==> src/i2c_master_byte_engine_top_assert.svh <==
// Assertion macros for the I2C master byte engine top level.
`ifndef I2C_MASTER_BYTE_ENGINE_TOP_ASSERT_SVH
`define I2C_MASTER_BYTE_ENGINE_TOP_ASSERT_SVH

// Same-cycle implication, disabled during reset.
`define I2CM_ASSERT_NOW(label, clk, rst, ante, cons, msg) \
   label: assert property (@(posedge clk) disable iff (rst) (ante) |-> (cons)) \
      else $error(msg);

// Next-cycle implication, disabled during reset.
`define I2CM_ASSERT_NEXT(label, clk, rst, ante, cons, msg) \
   label: assert property (@(posedge clk) disable iff (rst) (ante) |=> (cons)) \
      else $error(msg);

`endif

==> src/i2cm_pkg.sv <==
// Package for the I2C master byte engine: types, codes and reset values.
`default_nettype none
package i2cm_pkg;

   // Command codes on the request word
   localparam logic [2:0] CMD_NONE  = 3'd0;
   localparam logic [2:0] CMD_START = 3'd1;
   localparam logic [2:0] CMD_STOP  = 3'd2;
   localparam logic [2:0] CMD_WRITE = 3'd3;
   localparam logic [2:0] CMD_READ  = 3'd4;

   // Register indexes
   localparam logic CSR_PHASE_TICKS = 1'b0;
   localparam logic CSR_START_TICKS = 1'b1;

   localparam logic [15:0] PHASE_TICKS_RESET = 16'd5;
   localparam logic [15:0] START_TICKS_RESET = 16'd10;
   localparam logic [3:0]  BITS_PER_BYTE     = 4'd8;

   typedef enum logic [3:0] {
      PH_IDLE     = 4'd0,
      PH_ST_A     = 4'd1,
      PH_ST_B     = 4'd2,
      PH_SP_A     = 4'd3,
      PH_SP_B     = 4'd4,
      PH_WR_HIGH  = 4'd5,
      PH_WR_LOW   = 4'd6,
      PH_WR_REL   = 4'd7,
      PH_WR_ACK   = 4'd8,
      PH_WR_END   = 4'd9,
      PH_RD_LOW   = 4'd10,
      PH_RD_HIGH  = 4'd11,
      PH_RD_NACK  = 4'd12,
      PH_RD_NHIGH = 4'd13
   } phase_type;

   // Engine state carried from tick to tick
   typedef struct packed {
      phase_type   phase;
      logic [3:0]  bit_count;
      logic [15:0] tick_count;
      logic [7:0]  shift_reg;
      logic        scl_level;
      logic        sda_level;
      logic [7:0]  read_reg;
   } engine_state_type;

   // Accepted request word held in the input stage
   typedef struct packed {
      logic       valid;
      logic [2:0] command;
      logic [7:0] tx_byte;
      logic       sda_in;
   } in_word_type;

   // Per-tick flags from the step logic
   typedef struct packed {
      logic done;
      logic waiting;
   } step_flags_type;

   localparam engine_state_type ENGINE_RESET = '{
      phase:      PH_IDLE,
      bit_count:  4'd0,
      tick_count: 16'd0,
      shift_reg:  8'd0,
      scl_level:  1'b1,
      sda_level:  1'b1,
      read_reg:   8'd0
   };

endpackage
`default_nettype wire

==> src/i2cm_in_stage.sv <==
// Input register stage: takes one request word and holds it until the step advances.
`default_nettype none
module i2cm_in_stage (
   input  wire logic                  clock,
   input  wire logic                  reset,
   input  wire logic                  req_valid,
   output logic                       req_stall,
   input  wire logic [2:0]            req_command,
   input  wire logic [7:0]            req_tx_byte,
   input  wire logic                  req_sda_in,
   input  wire logic                  advance,
   output i2cm_pkg::in_word_type      word
);

   logic       valid_ff;
   logic       valid_in;
   logic [2:0] command_ff;
   logic [7:0] tx_byte_ff;
   logic       sda_in_ff;
   logic       take;

   // Stall only while a held word cannot move on this cycle
   assign req_stall = valid_ff && !advance;
   assign take      = req_valid && !req_stall;

   always_comb begin
      valid_in = valid_ff;
      if (take) begin
         valid_in = 1'b1;
      end else if (advance) begin
         valid_in = 1'b0;
      end
   end

   always_ff @(posedge clock) begin
      if (reset) begin
         valid_ff <= 1'b0;
      end else begin
         valid_ff <= valid_in;
      end
   end

   // Payload, no reset
   always_ff @(posedge clock) begin
      if (take) begin
         command_ff <= req_command;
         tx_byte_ff <= req_tx_byte;
         sda_in_ff  <= req_sda_in;
      end
   end

   assign word.valid   = valid_ff;
   assign word.command = command_ff;
   assign word.tx_byte = tx_byte_ff;
   assign word.sda_in  = sda_in_ff;

endmodule
`default_nettype wire

==> src/i2cm_step.sv <==
// One bus tick of the I2C master: next engine state and flags from the current state.
`default_nettype none
module i2cm_step (
   input  wire i2cm_pkg::engine_state_type cur,
   input  wire i2cm_pkg::in_word_type      word,
   input  wire logic [15:0]                phase_ticks,
   input  wire logic [15:0]                start_ticks,
   output i2cm_pkg::engine_state_type      nxt,
   output i2cm_pkg::step_flags_type        flags
);

   logic [15:0] tick_inc;
   logic [15:0] limit;
   logic        hold_over;
   logic [3:0]  bit_inc;
   logic        start_hold;

   // Hold counter: start phases use start_ticks, the rest phase_ticks
   assign start_hold = (cur.phase == i2cm_pkg::PH_ST_A) || (cur.phase == i2cm_pkg::PH_ST_B);
   assign limit      = start_hold ? start_ticks : phase_ticks;
   assign tick_inc   = cur.tick_count + 16'd1;
   assign hold_over  = (tick_inc >= limit) || (tick_inc == 16'd0);
   assign bit_inc    = cur.bit_count + 4'd1;

   always_comb begin
      nxt           = cur;
      flags.done    = 1'b0;
      flags.waiting = 1'b0;
      case (cur.phase)
         i2cm_pkg::PH_IDLE: begin
            nxt.tick_count = 16'd0;
            case (word.command)
               i2cm_pkg::CMD_START: begin
                  nxt.scl_level = 1'b1;
                  nxt.sda_level = 1'b1;
                  nxt.phase     = i2cm_pkg::PH_ST_A;
               end
               i2cm_pkg::CMD_STOP: begin
                  nxt.scl_level = 1'b0;
                  nxt.sda_level = 1'b0;
                  nxt.phase     = i2cm_pkg::PH_SP_A;
               end
               i2cm_pkg::CMD_WRITE: begin
                  nxt.shift_reg = word.tx_byte;
                  nxt.bit_count = 4'd0;
                  nxt.sda_level = word.tx_byte[7];
                  nxt.scl_level = 1'b1;
                  nxt.phase     = i2cm_pkg::PH_WR_HIGH;
               end
               i2cm_pkg::CMD_READ: begin
                  nxt.shift_reg = 8'd0;
                  nxt.bit_count = 4'd0;
                  nxt.scl_level = 1'b0;
                  nxt.sda_level = 1'b1;
                  nxt.phase     = i2cm_pkg::PH_RD_LOW;
               end
               default: ;  // no command, unused codes too
            endcase
         end
         i2cm_pkg::PH_ST_A,
         i2cm_pkg::PH_ST_B,
         i2cm_pkg::PH_SP_A,
         i2cm_pkg::PH_SP_B,
         i2cm_pkg::PH_WR_HIGH,
         i2cm_pkg::PH_WR_END,
         i2cm_pkg::PH_RD_LOW,
         i2cm_pkg::PH_RD_HIGH,
         i2cm_pkg::PH_RD_NHIGH: begin
            // Timed hold steps
            nxt.tick_count = hold_over ? 16'd0 : tick_inc;
            if (hold_over) begin
               case (cur.phase)
                  i2cm_pkg::PH_ST_A: begin
                     nxt.sda_level = 1'b0;
                     nxt.phase     = i2cm_pkg::PH_ST_B;
                  end
                  i2cm_pkg::PH_ST_B: begin
                     nxt.scl_level = 1'b0;
                     nxt.phase     = i2cm_pkg::PH_IDLE;
                     flags.done    = 1'b1;
                  end
                  i2cm_pkg::PH_SP_A: begin
                     nxt.scl_level = 1'b1;
                     nxt.phase     = i2cm_pkg::PH_SP_B;
                  end
                  i2cm_pkg::PH_SP_B: begin
                     nxt.sda_level = 1'b1;
                     nxt.phase     = i2cm_pkg::PH_IDLE;
                     flags.done    = 1'b1;
                  end
                  i2cm_pkg::PH_WR_HIGH: begin
                     nxt.scl_level = 1'b0;
                     nxt.shift_reg = {cur.shift_reg[6:0], 1'b0};
                     nxt.bit_count = bit_inc;
                     nxt.phase     = (bit_inc >= i2cm_pkg::BITS_PER_BYTE) ?
                                     i2cm_pkg::PH_WR_REL : i2cm_pkg::PH_WR_LOW;
                  end
                  i2cm_pkg::PH_WR_END: begin
                     nxt.phase  = i2cm_pkg::PH_IDLE;
                     flags.done = 1'b1;
                  end
                  i2cm_pkg::PH_RD_LOW: begin
                     nxt.scl_level = 1'b1;
                     nxt.phase     = i2cm_pkg::PH_RD_HIGH;
                  end
                  i2cm_pkg::PH_RD_HIGH: begin
                     // Sample SDA at the end of the high phase
                     nxt.shift_reg = {cur.shift_reg[6:0], word.sda_in};
                     nxt.scl_level = 1'b0;
                     nxt.bit_count = bit_inc;
                     if (bit_inc >= i2cm_pkg::BITS_PER_BYTE) begin
                        nxt.read_reg = {cur.shift_reg[6:0], word.sda_in};
                        nxt.phase    = i2cm_pkg::PH_RD_NACK;
                     end else begin
                        nxt.phase    = i2cm_pkg::PH_RD_LOW;
                     end
                  end
                  default: begin  // read NACK high phase
                     nxt.scl_level = 1'b0;
                     nxt.phase     = i2cm_pkg::PH_IDLE;
                     flags.done    = 1'b1;
                  end
               endcase
            end
         end
         i2cm_pkg::PH_WR_LOW: begin
            nxt.sda_level  = cur.shift_reg[7];
            nxt.scl_level  = 1'b1;
            nxt.tick_count = 16'd0;
            nxt.phase      = i2cm_pkg::PH_WR_HIGH;
         end
         i2cm_pkg::PH_WR_REL: begin
            nxt.sda_level = 1'b1;
            nxt.scl_level = 1'b1;
            nxt.phase     = i2cm_pkg::PH_WR_ACK;
         end
         i2cm_pkg::PH_WR_ACK: begin
            // Wait with SCL high for the slave to pull SDA low
            if (!word.sda_in) begin
               nxt.scl_level  = 1'b0;
               nxt.tick_count = 16'd0;
               nxt.phase      = i2cm_pkg::PH_WR_END;
            end else begin
               flags.waiting = 1'b1;
            end
         end
         i2cm_pkg::PH_RD_NACK: begin
            nxt.sda_level  = 1'b1;
            nxt.scl_level  = 1'b1;
            nxt.tick_count = 16'd0;
            nxt.phase      = i2cm_pkg::PH_RD_NHIGH;
         end
         default: begin
            nxt.phase = i2cm_pkg::PH_IDLE;
         end
      endcase
   end

endmodule
`default_nettype wire

==> src/i2c_master_byte_engine_top.sv <==
// A request word accepted into the input register goes through one engine step
// into the result register, while the result side is free or draining.
// Throughput: one word per cycle unless the result side stalls; state
// advances only as words move on.
// Reset (synchronous, active high) returns the engine to idle with both lines
// released, clears the read byte and loads the default hold counts.
`default_nettype none
module i2c_master_byte_engine_top (
   input  wire logic        clock,
   input  wire logic        reset,
   input  wire logic        req_valid,
   output logic             req_stall,
   input  wire logic [2:0]  req_command,
   input  wire logic [7:0]  req_tx_byte,
   input  wire logic        req_sda_in,
   output logic             rsp_valid,
   input  wire logic        rsp_stall,
   output logic             rsp_scl_out,
   output logic             rsp_sda_out,
   output logic             rsp_busy_res,
   output logic             rsp_done_res,
   output logic             rsp_ack_wait,
   output logic [7:0]       rsp_rx_byte,
   input  wire logic        csr_write_en,
   input  wire logic        csr_index,
   input  wire logic [15:0] csr_wdata
);

   `include "i2c_master_byte_engine_top_assert.svh"

   logic [15:0]                phase_ticks_ff;
   logic [15:0]                start_ticks_ff;
   i2cm_pkg::engine_state_type state_ff;
   i2cm_pkg::engine_state_type state_in;
   i2cm_pkg::in_word_type      word;
   i2cm_pkg::step_flags_type   flags;
   logic                       rsp_valid_ff;
   logic                       rsp_valid_in;
   logic                       advance;

   // Step moves when a word is held and the result register is free or draining
   assign advance = word.valid && (!rsp_valid_ff || !rsp_stall);

   i2cm_in_stage u_in_stage (
      .clock       (clock),
      .reset       (reset),
      .req_valid   (req_valid),
      .req_stall   (req_stall),
      .req_command (req_command),
      .req_tx_byte (req_tx_byte),
      .req_sda_in  (req_sda_in),
      .advance     (advance),
      .word        (word)
   );

   i2cm_step u_step (
      .cur         (state_ff),
      .word        (word),
      .phase_ticks (phase_ticks_ff),
      .start_ticks (start_ticks_ff),
      .nxt         (state_in),
      .flags       (flags)
   );

   // Configuration registers
   always_ff @(posedge clock) begin
      if (reset) begin
         phase_ticks_ff <= i2cm_pkg::PHASE_TICKS_RESET;
         start_ticks_ff <= i2cm_pkg::START_TICKS_RESET;
      end else if (csr_write_en) begin
         case (csr_index)
            i2cm_pkg::CSR_PHASE_TICKS: phase_ticks_ff <= csr_wdata;
            i2cm_pkg::CSR_START_TICKS: start_ticks_ff <= csr_wdata;
            default: ;
         endcase
      end
   end

   // Engine state
   always_ff @(posedge clock) begin
      if (reset) begin
         state_ff <= i2cm_pkg::ENGINE_RESET;
      end else if (advance) begin
         state_ff <= state_in;
      end
   end

   // Result valid
   always_comb begin
      rsp_valid_in = rsp_valid_ff;
      if (advance) begin
         rsp_valid_in = 1'b1;
      end else if (!rsp_stall) begin
         rsp_valid_in = 1'b0;
      end
   end

   always_ff @(posedge clock) begin
      if (reset) begin
         rsp_valid_ff <= 1'b0;
      end else begin
         rsp_valid_ff <= rsp_valid_in;
      end
   end

   // Result word, no reset
   always_ff @(posedge clock) begin
      if (advance) begin
         rsp_scl_out  <= state_in.scl_level;
         rsp_sda_out  <= state_in.sda_level;
         rsp_busy_res <= (state_in.phase != i2cm_pkg::PH_IDLE);
         rsp_done_res <= flags.done;
         rsp_ack_wait <= flags.waiting;
         rsp_rx_byte  <= state_in.read_reg;
      end
   end

   assign rsp_valid = rsp_valid_ff;

   // Checks
   `I2CM_ASSERT_NOW(a_done_idle, clock, reset, rsp_valid && rsp_done_res, !rsp_busy_res, "done word reports busy")
   `I2CM_ASSERT_NOW(a_ack_lines, clock, reset, rsp_valid && rsp_ack_wait, rsp_busy_res && rsp_scl_out && rsp_sda_out, "ack wait without both lines released")
   `I2CM_ASSERT_NOW(a_stall_held, clock, reset, req_stall, word.valid && rsp_valid_ff && rsp_stall, "input stalled without a blocked word")
   `I2CM_ASSERT_NEXT(a_idle_on_done, clock, reset, advance && flags.done, state_ff.phase == i2cm_pkg::PH_IDLE, "engine not idle after done")

endmodule
`default_nettype wire

==> config.mk <==
export PLATFORM = sky130hd
export DESIGN_NAME = i2c_master_byte_engine_top
export DESIGN_NICKNAME = d
export VERILOG_FILES = /design/src/i2cm_pkg.sv /design/src/i2cm_in_stage.sv /design/src/i2cm_step.sv /design/src/i2c_master_byte_engine_top.sv
export VERILOG_INCLUDE_DIRS = /design/src /design/src/src
export SDC_FILE = /design/constraint.sdc
export NUM_CORES = 1
export LEC_CHECK = 0
export ABC_AREA = 1
export BUFFER_PORTS_ARGS = -buffer_cell sky130_fd_sc_hd__buf_2
export CORE_MARGIN = 2
export CORE_UTILIZATION = 55
export DETAILED_ROUTE_END_ITERATION = 8
export PLACE_DENSITY = 0.87
export RECOVER_POWER = 50
export SLEW_MARGIN = 30
export SYNTH_ARGS = -nofsm -noshare
export SYNTH_HDL_FRONTEND = slang
export SYNTH_HIERARCHICAL = 1
export SYNTH_SLANG_ARGS = --single-unit
==> constraint.sdc <==
create_clock -name clock -period 3.2 [get_ports clock]
set_clock_uncertainty 0.05 [all_clocks]
set_input_delay 0.48 -clock clock [delete_from_list [all_inputs] [get_ports clock]]
set_output_delay 0.48 -clock clock [all_outputs]
set_load 0.05 [all_outputs]
# Yosys cells after proc, flatten, opt, wreduce, memory -nomap -nowiden
# Index checks and enable logic that the tools add are counted.
[classes]
eq_ne = 24
n_reduce_logical = 31
order_cmp = 2
n_mux = 33
addsub = 2
bitwise = 1
[op_table]
columns = ["op", "count"]
rows = [
  ["16-bit 2-to-1 mux", 3],
  ["16-bit one-hot mux with 3 select lines", 1],
  ["8-bit one-hot mux with 2 select lines", 3],
  ["8-bit 2-to-1 mux", 4],
  ["4-bit == test, second input constant", 6],
  ["4-bit one-hot mux with 6 select lines", 1],
  ["4-bit one-hot mux with 5 select lines", 1],
  ["18-bit 2-to-1 mux", 1],
  ["16-bit by 1-bit adder with 16-bit output, second input constant", 1],
  ["4-bit by 3-bit == test with 1-bit output, second input constant", 4],
  ["16-bit >= comparator", 1],
  ["16-bit logical NOT", 1],
  ["4-bit one-hot mux with 4 select lines", 1],
  ["4-bit 2-to-1 mux", 3],
  ["5-bit AND reduction", 2],
  ["3-bit OR reduction", 3],
  ["9-bit OR reduction", 1],
  ["4-bit by 2-bit == test with 1-bit output, second input constant", 2],
  ["1-bit 2-to-1 mux", 8],
  ["1-bit one-hot mux with 4 select lines", 2],
  ["2-bit one-hot mux with 4 select lines", 1],
  ["4-bit one-hot mux with 2 select lines", 1],
  ["2-bit OR reduction", 4],
  ["3-bit by 2-bit == test with 1-bit output, second input constant", 2],
  ["22 further kinds", 36],
]
[word_totals]
out_inout_bits = 15
input_bits = 34
reg_bits = 101

# Logic depth before layout (Yosys ltp)
# Gate-level depths: netlist of run 1.
[depth]
depth_word = 8
ltp_mapped = 24
depth_no_buf = 24

# Cells and area by module
# The synthesis of run 1 kept the hierarchy.
[modules_own_cells]
columns = ["module", "instances", "area_each_um2", "cells_each"]
rows = [
  ["i2c_master_byte_engine_top", 1, 3567.2, 447],
  ["i2cm_step", 1, 2322.2, 451],
  ["i2cm_in_stage", 1, 421.7, 21],
]

# Worst setup path after synthesis of run 1
# No wires, ideal clock.
[synth_timing]
kind = "register to register"
start = "register state_ff[39] (netlist bit)"
end = "register rsp_busy_res, data pin"
path_stages_with_launch = 21
setup_slack_ps = -23
period_less_slack_ps = 3223
path_buffers = 2
arrival_time_ps = 2910
setup_ps = 263
required_time_ps = 2887
cell_sequence = "dfxtp_1 nand2_1 nand3_1 buf_2 mux2i_1 ha_1 inv_1 nor2_1 o21ai_0 nand2_1 nand2_1 nand2_1 nand2_1 nand2_1 nor2_1 nand2_4 buf_4 nand3_1 nand3_1 inv_1 nand4_1"
[synth_rtl]
columns = ["element", "line_no", "rtl"]
rows = [
  ["from (decl)", "i2c_master_byte_engine_top.sv:33", "i2cm_pkg::engine_state_type state_ff;"],
  ["from (signal assigned)", "i2c_master_byte_engine_top.sv:82", "state_ff <= i2cm_pkg::ENGINE_RESET;"],
  ["from (signal assigned)", "i2c_master_byte_engine_top.sv:84", "state_ff <= state_in;"],
  ["to (signal assigned)", "i2c_master_byte_engine_top.sv:111", "rsp_busy_res <= (state_in.phase != i2cm_pkg::PH_IDLE);"],
  ["to (decl)", "i2c_master_byte_engine_top.sv:20", "output logic rsp_busy_res,"],
]

# Final worst setup path of run 1
[layout_timing]
start = "register state_ff[19] (netlist bit)"
end = "register state_ff[36] (netlist bit)"
[layout_between]
elab_chain_len = 5
[layout_rtl]
columns = ["element", "line_no", "rtl"]
rows = [
  ["16-bit by 1-bit adder with 16-bit output *", "i2cm_step.sv:21", "assign tick_inc = cur.tick_count + 16'd1;"],
  ["16-bit >= comparator or 16-bit logical NOT (tied branches)", "i2cm_step.sv:22", "assign hold_over = (tick_inc >= limit) || (tick_inc == 16'd0);"],
  ["1-bit logical OR *", "i2cm_step.sv:22", ""],
  ["2-bit by 1-bit != test with 1-bit output (no line) *", "n/a", ""],
  ["5-bit AND reduction (no line) *", "n/a", ""],
]
# Every way passes the cells marked *; elsewhere a longest branch is shown, timed or not.
# A chain may end at the register's enable or synchronous reset.

==> metrics, run 1 <==
number of different library cells in the post-synthesis netlist=40; pin count of the biggest net entering global routing=84; drt initial violations=717; Crit path buffers/inverters=3; slew at the pin closest to its max-slew limit=0.839 ns; Data required, critical path=3.43 ns; leading post-synthesis cells by cell area=sky130_fd_sc_hd__dfxtp_1, sky130_fd_sc_hd__edfxtp_1, sky130_fd_sc_hd__nand2_1, sky130_fd_sc_hd__nand3_1, sky130_fd_sc_hd__nor2_1; ports placed on the boundary=49; setup-violating endpoint count in the final report=1; cell with the biggest individual delay on the critical path=sky130_fd_sc_hd__dfxtp_4; Detail Route Antenna Nets=0; DRT Pass-1 Iters=7; register bit total from synthesis=101; maximum clock frequency=312 MHz; share of final-layout standard cells stronger than drive strength 1=21.3%; setup repair after global routing missed its margin=yes; number of max-slew violations in the final report=0; normalized max-slew margin=44.1%; Critical Path Most Common Cell=sky130_fd_sc_hd__nand2_2; clock share of power=29.2%; synthesized netlist net count=972; fraction of power consumed by combinational cells=32.0%; post-cts hold buffer count=0; result of the run=finished with violations; synthesized cell area=0.00631 sq mm; number of instances in the synthesized netlist=919; area overhead of the layout relative to synthesis=18.1%; Stages on worst setup path=21; Post-DP HPWL=10,200 um; Largest delay share family, worst path=simple AND/OR/NAND/NOR gates; Hold Crit Depth=1; power share of the sequential group=38.9%; min Tclk post-route=3.20 ns; via-per-instance ratio=5.68; critical path, cell by cell=nand2_4 > nor2_4 > nand2_2 > nor3_2 > nor2_1 > inv_1 > ha_4 > a21oi_1 > o21ai_1 > a21oi_2 > nand2_2 > nor2_4 > nand2_8 > buf_8 > nand2_1 > nand3_1 > o21ai_1 > inv_1 > nand3_2 > nand2_2 > nor2_2; R2R depth=21; largest buffer count on any clock path=2; port buffer count=48; total detailed-routing wirelength=16,600 um; P_int=0.00251 W; count of warnings emitted by yosys=6; critical path's largest stage delay=0.41 ns; setup slack of the critical path after layout=-0.00268 ns; type of the worst setup path=reg -> reg; CP Launch Point=state_ff[19]$_SDFFE_PP0P_; initial antenna violation count=0; dominant cell type by area after synthesis=sky130_fd_sc_hd__dfxtp_1; number of diodes=0; floorplan core area=0.0113 sq mm; Static Leak=3.38 nW; DP Area=0.00663 sq mm; share of the clock period used by the worst path after layout=100%; average wire per standard cell=14.8 um; CTS H-tree lvls=3; cell at the root of the clock tree=sky130_fd_sc_hd__clkbuf_16; switching share of power=34.9%; cell area power density=516 mW/mm^2; final hold vios=0; GPL Wtd Cong=0.964; Post-route DRC=0; number of global-route vias before repair=5,366; total number of vias=6,368; critical path peak fanout=7; cell area after layout=0.00745 sq mm; leading cell types in the layout, fill and taps excluded=sky130_fd_sc_hd__nand2_1, sky130_fd_sc_hd__nor2_1, sky130_fd_sc_hd__inv_1, sky130_fd_sc_hd__nand3_1, sky130_fd_sc_hd__dfxtp_1; wire length of the first global-routing pass=25,300 um; Overflow after GRT=0; effective utilization at floorplan=55.7%; height of the die=111 um; TritonCTS Buffers=9; source-to-sink clock delay at the later pin of the worst-skew pair=0.35 ns; synthesized area per cell=6.87 sq um; type of destination of the critical path=flop; Synth top area share=24.1%; endpoint arrival time on the critical path=3.44 ns; clock transition time at the flip-flop clock pins of the worst setup and hold paths=0.07 ns; die area=0.0123 sq mm; final net count=1,026; maximum VDD drop=0.377 mV; commonest non-fill, non-tap cell in the layout=sky130_fd_sc_hd__nand2_1; MaxCap Viol Count=0; clock tree from TritonCTS=done; number of placement rows=39; number of filler instances in the final layout=892; switching power of the nets=0.00134 W; sequential element share of the synthesized area=36.0%; count of clock tree sinks=101; post-placement worst setup slack=0.0270 ns; Die X=111 um; Setup crit start kind=flop; violations in the final reports=negative setup slack; min-delay worst type=in -> reg; origin of the critical flop-to-flop path=state_ff[19]$_SDFFE_PP0P_; Tot GR Track Use=24.5%; source of the worst hold timing path=req_tx_byte[2]
[cell type report]
cell class	count	area (sq um)	area share (%)
clock buffers	10	229	3.07
clock inverters	6	70.1	0.940
inverters	122	470	6.31
multi-input cells	654	3590	48.2
flip-flops and latches	101	2310	31.0
well taps	143	179	2.40
repair buffers	85	598	8.02
[cell families after synthesis]
| kind of cell | count (synthesis) | synth area share [%] |
|---|---|---|
| simple gates | 489 | 34.0 |
| buf+inv | 166 | 12.2 |
| xor+xnor | 3 | 0.416 |
| fa+ha+maj | 19 | 3.77 |
| flops | 101 | 36.0 |
| compound gates | 124 | 10.9 |
| mux | 17 | 2.72 |
[Yosys cell counts]
cell	instances
sky130_fd_sc_hd__inv_1	116
sky130_fd_sc_hd__inv_2	3
sky130_fd_sc_hd__o22ai_1	3
sky130_fd_sc_hd__nand3_1	107
sky130_fd_sc_hd__a22oi_1	8
sky130_fd_sc_hd__ha_1	19
sky130_fd_sc_hd__dfxtp_1	76
sky130_fd_sc_hd__buf_2	18
sky130_fd_sc_hd__mux2_2	1
sky130_fd_sc_hd__clkbuf_1	6
sky130_fd_sc_hd__nor2_1	141
sky130_fd_sc_hd__nand3_4	1
sky130_fd_sc_hd__nor2_4	2
sky130_fd_sc_hd__nand4_1	9
sky130_fd_sc_hd__nand2_2	3
sky130_fd_sc_hd__mux2i_1	16
sky130_fd_sc_hd__buf_12	1
sky130_fd_sc_hd__xor2_1	2
sky130_fd_sc_hd__o221ai_1	1
sky130_fd_sc_hd__nand2_4	3
sky130_fd_sc_hd__o21ai_2	8
sky130_fd_sc_hd__a211oi_1	2
sky130_fd_sc_hd__inv_4	2
sky130_fd_sc_hd__nor2_2	10
sky130_fd_sc_hd__nor3_1	8
sky130_fd_sc_hd__clkinv_1	1
sky130_fd_sc_hd__nand3b_1	14
sky130_fd_sc_hd__or2_2	1
sky130_fd_sc_hd__and2_1	1
sky130_fd_sc_hd__o21a_1	1
sky130_fd_sc_hd__xnor2_1	1
sky130_fd_sc_hd__nand2_1	188
sky130_fd_sc_hd__edfxtp_1	25
sky130_fd_sc_hd__a21oi_1	54
sky130_fd_sc_hd__buf_6	8
sky130_fd_sc_hd__o21ai_1	3
sky130_fd_sc_hd__a2111oi_0	1
sky130_fd_sc_hd__o21ai_0	43
sky130_fd_sc_hd__buf_4	11
sky130_fd_sc_hd__nor4_1	1
[flip-flops by register name, summed over array words and instances (netlist names)]
| register | cells |
|---|---|
| u_in_stage/sda_in_ff | 1 |
| u_in_stage/command_ff | 3 |
| rsp_ack_wait | 1 |
| rsp_sda_out | 1 |
| u_in_stage/valid_ff | 1 |
| rsp_done_res | 1 |
| rsp_valid | 1 |
| rsp_busy_res | 1 |
| state_ff | 42 |
| rsp_scl_out | 1 |
| u_in_stage/tx_byte_ff | 8 |
| phase_ticks_ff | 16 |
| rsp_rx_byte | 8 |
| start_ticks_ff | 16 |
[stage by stage]
step | util [%] | total power (W) | TNS [ns] | std cells | hold slack (ns)
after global routing | 65.8 | 0.00404 | -1.95 | 1121 | 0.238
after global placement | 58.6 | 0.00250 | 0 | 1089 | 0.411
after CTS | 61.3 | 0.00364 | 0 | 1105 | 0.242
after detailed placement | 58.6 | 0.00252 | 0 | 1089 | 0.416
after floorplan | - | 0.00227 | 0 | 919 | 0.386
final | 65.8 | 0.00385 | -0.00268 | 1121 | 0.249
[path summary, 6_finish.rpt]
check	to	slack, ns
setup / recovery	state_ff[36]$_SDFFE_PP0P_	-0.003
hold / removal	u_in_stage/tx_byte_ff[2]$_DFFE_PP_	0.25
setup reg to reg	state_ff[36]$_SDFFE_PP0P_	-0.003
hold reg to reg	start_ticks_ff[0]$_SDFFE_PP0P_	0.44
[worst reg2reg max path, cell delays in order, from the launching register on]
cell and delay (ns):
sky130_fd_sc_hd__dfxtp_4 0.41, sky130_fd_sc_hd__nand2_4 0.07, sky130_fd_sc_hd__nor2_4 0.21, sky130_fd_sc_hd__nand2_2 0.10, sky130_fd_sc_hd__nor3_2 0.20, sky130_fd_sc_hd__nor2_1 0.10
sky130_fd_sc_hd__inv_1 0.12, sky130_fd_sc_hd__ha_4 0.22, sky130_fd_sc_hd__a21oi_1 0.17, sky130_fd_sc_hd__o21ai_1 0.11, sky130_fd_sc_hd__a21oi_2 0.16, sky130_fd_sc_hd__nand2_2 0.08
sky130_fd_sc_hd__nor2_4 0.25, sky130_fd_sc_hd__nand2_8 0.12, sky130_fd_sc_hd__buf_8 0.16, sky130_fd_sc_hd__nand2_1 0.06, sky130_fd_sc_hd__nand3_1 0.07, sky130_fd_sc_hd__o21ai_1 0.09
sky130_fd_sc_hd__inv_1 0.06, sky130_fd_sc_hd__nand3_2 0.08, sky130_fd_sc_hd__nand2_2 0.09, sky130_fd_sc_hd__nor2_2 0.15
[what timing repair did]
item                       4_1_cts  5_1_grt
cloned                           0        4
gates resized for setup          2      110
pin swaps                        0       34
setup endpoints to repair       15       53
setup buffers                    0       12
[per-layer routing]
layer / up-vias / track usage [%] / part of all wire (%)
li1: 3084 / - / -
met1: 2869 / 34.2 / 41
met2: 358 / 39.2 / 47
met3: 57 / 4.92 / 9.0
met4: 0 / 6.42 / 2.8
met5: - / 0 / 0
[power by group through the flow]
stage,clock [W],sequential (W),combinational (W)
3_5_place_dp,0,0.00151,0.00101
3_3_place_gp,0,0.00151,0.000992
4_1_cts,0.00114,0.00149,0.00102
2_1_floorplan,0,0.00155,0.000720
5_1_grt,0.00119,0.00151,0.00134
6_report,0.00112,0.00150,0.00123
No activity file was read; power rests on OpenSTA's default activity.
==> run 2: changes to the inputs <==
- CORE_UTILIZATION: 55 -> 60
- PLACE_DENSITY: 0.87 -> 0.9
- clock period: 3.2 -> 3.5 ns (I/O delays scaled with it)
==> metrics, run 2 (synthesized netlist as in run 1, its figures left out) <==
min-delay worst type=in -> reg (unchanged); clock share of power=25.0% (was 29.2%); TritonCTS Buffers=9 (unchanged); maximum VDD drop=0.269 mV (was 0.377 mV); DRT Pass-1 Iters=5 (was 7); post-cts hold buffer count=0 (unchanged); clock transition time at the flip-flop clock pins of the worst setup and hold paths=0.10 ns (was 0.07 ns); port buffer count=48 (unchanged); normalized max-slew margin=-20.6% (was 44.1%); Setup crit start kind=flop (unchanged); average wire per standard cell=13.3 um (was 14.8 um); Post-DP HPWL=10,100 um (was 10,200 um); share of the clock period used by the worst path after layout=92.8%; Largest Register=state_ff (unchanged); Crit path buffers/inverters=3 (unchanged); area overhead of the layout relative to synthesis=6.94% (was 18.1%); result of the run=finished with violations (unchanged); GPL Wtd Cong=1.04 (was 0.964); number of max-slew violations in the final report=44 (was 0); count of clock tree sinks=101 (unchanged); cell with the biggest individual delay on the critical path=sky130_fd_sc_hd__clkbuf_1 (was sky130_fd_sc_hd__dfxtp_4); slew at the pin closest to its max-slew limit=1.81 ns (was 0.839 ns); critical path, cell by cell=clkbuf_1 > nand2_2 > inv_1 > buf_2 (was nand2_4 > nor2_4 > nand2_2 > nor3_2 > nor2_1 > inv_1 > ha_4 > a21oi_1 > o21ai_1 > a21oi_2 > nand2_2 > nor2_4 > nand2_8 > buf_8 > nand2_1 > nand3_1 > o21ai_1 > inv_1 > nand3_2 > nand2_2 > nor2_2); Overflow after GRT=0 (unchanged); endpoint arrival time on the critical path=2.67 ns (was 3.44 ns); Largest delay share family, worst path=buffers and inverters (was simple AND/OR/NAND/NOR gates); registers with the highest flip-flop counts=state_ff (42), phase_ticks_ff (16), start_ticks_ff (16) (unchanged); setup-violating endpoint count in the final report=0 (was 1); die area=0.0114 sq mm (was 0.0123 sq mm); final net count=1,003 (was 1,026); wire length of the first global-routing pass=24,800 um (was 25,300 um); max reg flops=42 (unchanged); total detailed-routing wirelength=14,500 um (was 16,600 um); effective utilization at floorplan=61.4% (was 55.7%); ports placed on the boundary=49 (unchanged); type of destination of the critical path=output port (was flop); largest buffer count on any clock path=2 (unchanged); setup repair after global routing missed its margin=no (was yes); final hold vios=0 (unchanged); fraction of power consumed by combinational cells=29.7% (was 32.0%); drt initial violations=459 (was 717); violations in the final reports=max-capacitance violations, max-slew violations (was negative setup slack); switching power of the nets=0.00108 W (was 0.00134 W); Tot GR Track Use=26.8% (was 24.5%); total negative slack for setup checks=0 ns (was -0.00268 ns); Data required, critical path=2.92 ns (was 3.43 ns); clock tree from TritonCTS=done (unchanged); height of the die=107 um (was 111 um); number of placement rows=37 (was 39); min Tclk post-route=3.25 ns; type of the worst setup path=reg -> out (was reg -> reg); power share of the sequential group=45.3% (was 38.9%); via-per-instance ratio=5.43 (was 5.68); number of diodes=0 (unchanged); register-to-register setup slack=0.29 ns (was -0.003 ns); pin count of the biggest net entering global routing=84 (unchanged); leading cell types in the layout, fill and taps excluded=sky130_fd_sc_hd__nand2_1, sky130_fd_sc_hd__nor2_1, sky130_fd_sc_hd__inv_1, sky130_fd_sc_hd__nand3_1, sky130_fd_sc_hd__dfxtp_1 (unchanged); cell at the root of the clock tree=sky130_fd_sc_hd__clkbuf_8 (was sky130_fd_sc_hd__clkbuf_16); switching share of power=35.9% (was 34.9%); P_int=0.00192 W (was 0.00251 W); critical path peak fanout=43 (was 7); share of final-layout standard cells stronger than drive strength 1=11.8% (was 21.3%); Core Util, Final=65.7% (was 65.8%); MaxCap Viol Count=1 (was 0); commonest non-fill, non-tap cell in the layout=sky130_fd_sc_hd__nand2_1 (unchanged); Static Leak=3.14 nW (was 3.38 nW); maximum clock frequency=308 MHz; CTS H-tree lvls=3 (unchanged); Die X=107 um (was 111 um); cell area power density=445 mW/mm^2 (was 516 mW/mm^2); initial antenna violation count=0 (unchanged); source-to-sink clock delay at the later pin of the worst-skew pair=0.38 ns (was 0.35 ns); total number of vias=5,925 (was 6,368); number of global-route vias before repair=5,387 (was 5,366); Detail Route Antenna Nets=0 (unchanged); critical path's largest stage delay=1.32 ns (was 0.41 ns); Post-route DRC=0 (unchanged); floorplan core area=0.0103 sq mm (was 0.0113 sq mm)
## run 2: changes by cell type in the layout (fill, tap and decap cells not counted), moves of 7 or more
cell and change:
sky130_fd_sc_hd__buf_2 -7, sky130_fd_sc_hd__buf_4 -16, sky130_fd_sc_hd__clkbuf_1 +10, sky130_fd_sc_hd__clkbuf_16 -10
sky130_fd_sc_hd__clkbuf_8 +10, sky130_fd_sc_hd__dfxtp_1 +7, sky130_fd_sc_hd__dfxtp_4 -10, sky130_fd_sc_hd__nand2_1 +24
sky130_fd_sc_hd__nand2_2 -22, sky130_fd_sc_hd__nor2_1 +7
## run 2: layout make-up
type	count	area, sq um
timing repair buffer	64	342
multi-input combinational	652	3300
sequential	101	2280
clock inverter	4	28.8
clock buffer	12	166
tap	136	170
inverter	122	465
fill	891	3530
## run 2: worst paths after layout
| check | from | end | depth (start not counted) |
|---|---|---|---|
| max | u_in_stage/valid_ff$_SDFFE_PP0P_ | req_stall | 4 |
| min | req_tx_byte[3] | u_in_stage/tx_byte_ff[3]$_DFFE_PP_ | 1 |
| max reg2reg | state_ff[19]$_SDFFE_PP0P_ | state_ff[4]$_SDFFE_PP0P_ | 22 |
| min reg2reg | phase_ticks_ff[0]$_SDFFE_PP1P_ | phase_ticks_ff[0]$_SDFFE_PP1P_ | 2 |
## run 2: power by group through the flow
stage	clock, W	sequential (W)	combinational, W
finish	0.000749	0.00136	0.000891
global route	0.000806	0.00137	0.00101
CTS	0.000756	0.00136	0.000875
detailed placement	0	0.00138	0.000868
global placement	0	0.00138	0.000852
floorplan	0	0.00142	0.000657
## run 2: what timing repair did
item                                   in CTS  in global routing
setup endpoints to repair                   0                 39
buffers inserted                            0                  2
resized for setup                           0                 14
endpoints found under the hold margin       0                  0
## run 2: per-layer routing
metal,GRT usage (%),vias to the layer above,part of all wire [%]
li1,-,3034,-
met5,0,-,0
met2,41.4,206,44
met1,37.6,2657,47
met3,4.97,28,6.2
met4,9.37,0,2.0
## run 2: metrics by stage
step	instance area, sq um	total power (W)	setup slack, ns	instances	hold WS, ns
CTS	6720	0.00299	0.138	1089	0.252
floorplan	6310	0.00208	0.277	919	0.386
finish	6750	0.00300	0.251	1091	0.265
global route	6750	0.00318	0.000674	1091	0.244
detailed placement	6530	0.00225	0.192	1073	0.419
global placement	6530	0.00223	0.241	1073	0.413
==> run 3: changes to the inputs <==
--- a/config.mk
+++ b/config.mk
@@ -12,6 +12,8 @@
 export CORE_UTILIZATION = 60
 export DETAILED_ROUTE_END_ITERATION = 8
+export GPL_ROUTABILITY_DRIVEN = 1
 export PLACE_DENSITY = 0.9
 export RECOVER_POWER = 50
+export SKIP_LAST_GASP = 1
 export SLEW_MARGIN = 30
 export SYNTH_ARGS = -nofsm -noshare
==> constraint.sdc (replaced) <==
create_clock -name clock -period 3.5 [get_ports clock]
set_clock_uncertainty 0.05 [all_clocks]
set_input_delay 0.35 -clock clock [delete_from_list [all_inputs] [get_ports clock]]
set_output_delay 0.35 -clock clock [all_outputs]
set_load 0.05 [all_outputs]
==> metrics, run 3 (synthesized netlist as in run 1, its figures left out) <==
result of the run=finished clean (was finished with violations); power share of the sequential group=45.3% (about the same); cell at the root of the clock tree=sky130_fd_sc_hd__clkbuf_8 (unchanged); number of placement rows=37 (unchanged); ports placed on the boundary=49 (unchanged); clock transition time at the flip-flop clock pins of the worst setup and hold paths=0.10 ns (about the same); share of final-layout standard cells stronger than drive strength 1=11.4% (was 11.8%); fin cells=1,088 (was 1,091); share of the clock period used by the worst path after layout=92.3% (was 92.8%); port buffer count=48 (unchanged); fraction of power consumed by combinational cells=29.6% (was 29.7%); count of clock tree sinks=101 (unchanged); number of placed instances with taps included=1,072 (was 1,073); endpoint arrival time on the critical path=3.49 ns (was 2.67 ns); setup repair after global routing missed its margin=yes (was no); critical path peak fanout=14 (was 43); post-cts hold buffer count=0 (unchanged); area overhead of the layout relative to synthesis=6.40% (was 6.94%); number of diodes=0 (unchanged); Tot GR Track Use=26.2% (was 26.8%); die area=0.0114 sq mm (unchanged); type of destination of the critical path=flop (was output port); number of max-slew violations in the final report=0 (was 44); Setup crit start kind=flop (unchanged); registers with the highest flip-flop counts=state_ff (42), phase_ticks_ff (16), start_ticks_ff (16) (unchanged); max reg flops=42 (unchanged); hold_ws=0.101 ns (was 0.265 ns); number of filler instances in the final layout=925 (was 891); DP Area=0.00652 sq mm (was 0.00653 sq mm); effective utilization at floorplan=61.4% (unchanged); cell area after layout=0.00672 sq mm (was 0.00675 sq mm); final hold vios=0 (unchanged); switching power of the nets=0.00108 W (about the same); Core Util, Final=65.3% (was 65.7%); Die X=107 um (unchanged); MaxCap Viol Count=0 (was 1); CTS H-tree lvls=3 (unchanged); min-delay worst type=in -> reg (unchanged); Post-DP HPWL=10,000 um (was 10,100 um); Static Leak=3.12 nW (was 3.14 nW); number of global-route vias before repair=5,275 (was 5,387); total number of vias=5,918 (was 5,925); type of the worst setup path=reg -> reg (was reg -> out); final net count=1,000 (was 1,003); switching share of power=35.9% (about the same); Overflow after GRT=0 (unchanged); drt initial violations=565 (was 459); height of the die=107 um (unchanged); largest buffer count on any clock path=2 (unchanged); via-per-instance ratio=5.44 (was 5.43); setup-violating endpoint count in the final report=0 (unchanged); initial antenna violation count=0 (unchanged); TritonCTS Buffers=9 (unchanged); Largest Register=state_ff (unchanged); wire length of the first global-routing pass=24,300 um (was 24,800 um); normalized max-slew margin=40.1% (was -20.6%); P_int=0.00193 W (was 0.00192 W); Data required, critical path=3.75 ns (was 2.92 ns); source-to-sink clock delay at the later pin of the worst-skew pair=0.37 ns (was 0.38 ns); leading cell types in the layout, fill and taps excluded=sky130_fd_sc_hd__nand2_1, sky130_fd_sc_hd__nor2_1, sky130_fd_sc_hd__inv_1, sky130_fd_sc_hd__nand3_1, sky130_fd_sc_hd__dfxtp_1 (unchanged); Post-route DRC=0 (unchanged); maximum VDD drop=0.324 mV (was 0.269 mV); GPL Wtd Cong=1.04 (about the same); min Tclk post-route=3.23 ns (was 3.25 ns); DRT Pass-1 Iters=5 (unchanged); clock tree from TritonCTS=done (unchanged); floorplan core area=0.0103 sq mm (unchanged); cell area power density=448 mW/mm^2 (was 445 mW/mm^2); pin count of the biggest net entering global routing=84 (unchanged); Detail Route Antenna Nets=0 (unchanged); slew at the pin closest to its max-slew limit=0.898 ns (was 1.81 ns); commonest non-fill, non-tap cell in the layout=sky130_fd_sc_hd__nand2_1 (unchanged); total detailed-routing wirelength=14,400 um (was 14,500 um); clock share of power=25.1% (was 25.0%); maximum clock frequency=309 MHz (was 308 MHz); average wire per standard cell=13.2 um (was 13.3 um)
run 3: final cells by class:
class | instances | area (sq um) | share of cell area (%)
repair buffers | 61 | 320 | 4.77
clock inverters | 6 | 61.3 | 0.913
well taps | 136 | 170 | 2.53
clock buffers | 10 | 128 | 1.90
flip-flops and latches | 101 | 2280 | 34.0
inverters | 122 | 465 | 6.93
multi-input cells | 652 | 3290 | 49.0
run 3: worst paths after layout:
kind	start	end	slack (ns)	depth (start not counted)
max reg2reg	state_ff[24]$_SDFFE_PP0P_	state_ff[34]$_SDFFE_PP0P_	0.27	22
max	state_ff[24]$_SDFFE_PP0P_	state_ff[34]$_SDFFE_PP0P_	0.27	22
min reg2reg	phase_ticks_ff[6]$_SDFFE_PP0P_	phase_ticks_ff[6]$_SDFFE_PP0P_	0.44	2
min	req_tx_byte[0]	u_in_stage/tx_byte_ff[0]$_DFFE_PP_	0.10	1
run 3: stage by stage:
step	worst slack, ns	TNS, ns	total power [W]
detailed placement	0.160	0	0.00225
floorplan	0.277	0	0.00208
finish	0.268	0	0.00301
CTS	0.142	0	0.00299
global placement	0.227	0	0.00223
global route	-0.0196	-0.0196	0.00318
run 3: timing repair:
action,CTS,global route
setup endpoints to repair,0,39
buffers inserted,0,0
endpoints found under the hold margin,0,0
gates resized for setup,0,13
run 3: power by group through the flow:
| stage | Sequential, W | Clock (W) | Combinational (W) |
|---|---|---|---|
| after global placement | 0.00138 | 0 | 0.000852 |
| after global routing | 0.00137 | 0.000805 | 0.00100 |
| final | 0.00136 | 0.000754 | 0.000890 |
| after CTS | 0.00136 | 0.000757 | 0.000875 |
| after detailed placement | 0.00138 | 0 | 0.000870 |
| after floorplan | 0.00142 | 0 | 0.000657 |
run 3: metal layers:
metal  global-route usage [%]  wire length [um]
met4                     8.26               209
met1                     37.4              6730
met3                     3.74              1100
met2                     41.2              6380
met5                        0                 0
run 3: critical path: stages (launching register included):
cell and delay, ns:
sky130_fd_sc_hd__dfxtp_1 0.40, sky130_fd_sc_hd__nand2_1 0.13, sky130_fd_sc_hd__nor2_4 0.20, sky130_fd_sc_hd__nand2_2 0.11, sky130_fd_sc_hd__nor2_1 0.12, sky130_fd_sc_hd__nor2_1 0.05, sky130_fd_sc_hd__nor2_1 0.16, sky130_fd_sc_hd__inv_1 0.08
sky130_fd_sc_hd__ha_1 0.31, sky130_fd_sc_hd__a21oi_1 0.13, sky130_fd_sc_hd__o21ai_0 0.09, sky130_fd_sc_hd__a21oi_1 0.14, sky130_fd_sc_hd__nand2_1 0.08, sky130_fd_sc_hd__nor2_2 0.15, sky130_fd_sc_hd__nand2_4 0.16, sky130_fd_sc_hd__buf_4 0.22
sky130_fd_sc_hd__nand2_1 0.06, sky130_fd_sc_hd__nand3_1 0.06, sky130_fd_sc_hd__o21ai_0 0.12, sky130_fd_sc_hd__inv_1 0.08, sky130_fd_sc_hd__nand3_1 0.09, sky130_fd_sc_hd__nand2_1 0.07, sky130_fd_sc_hd__nor2_1 0.10
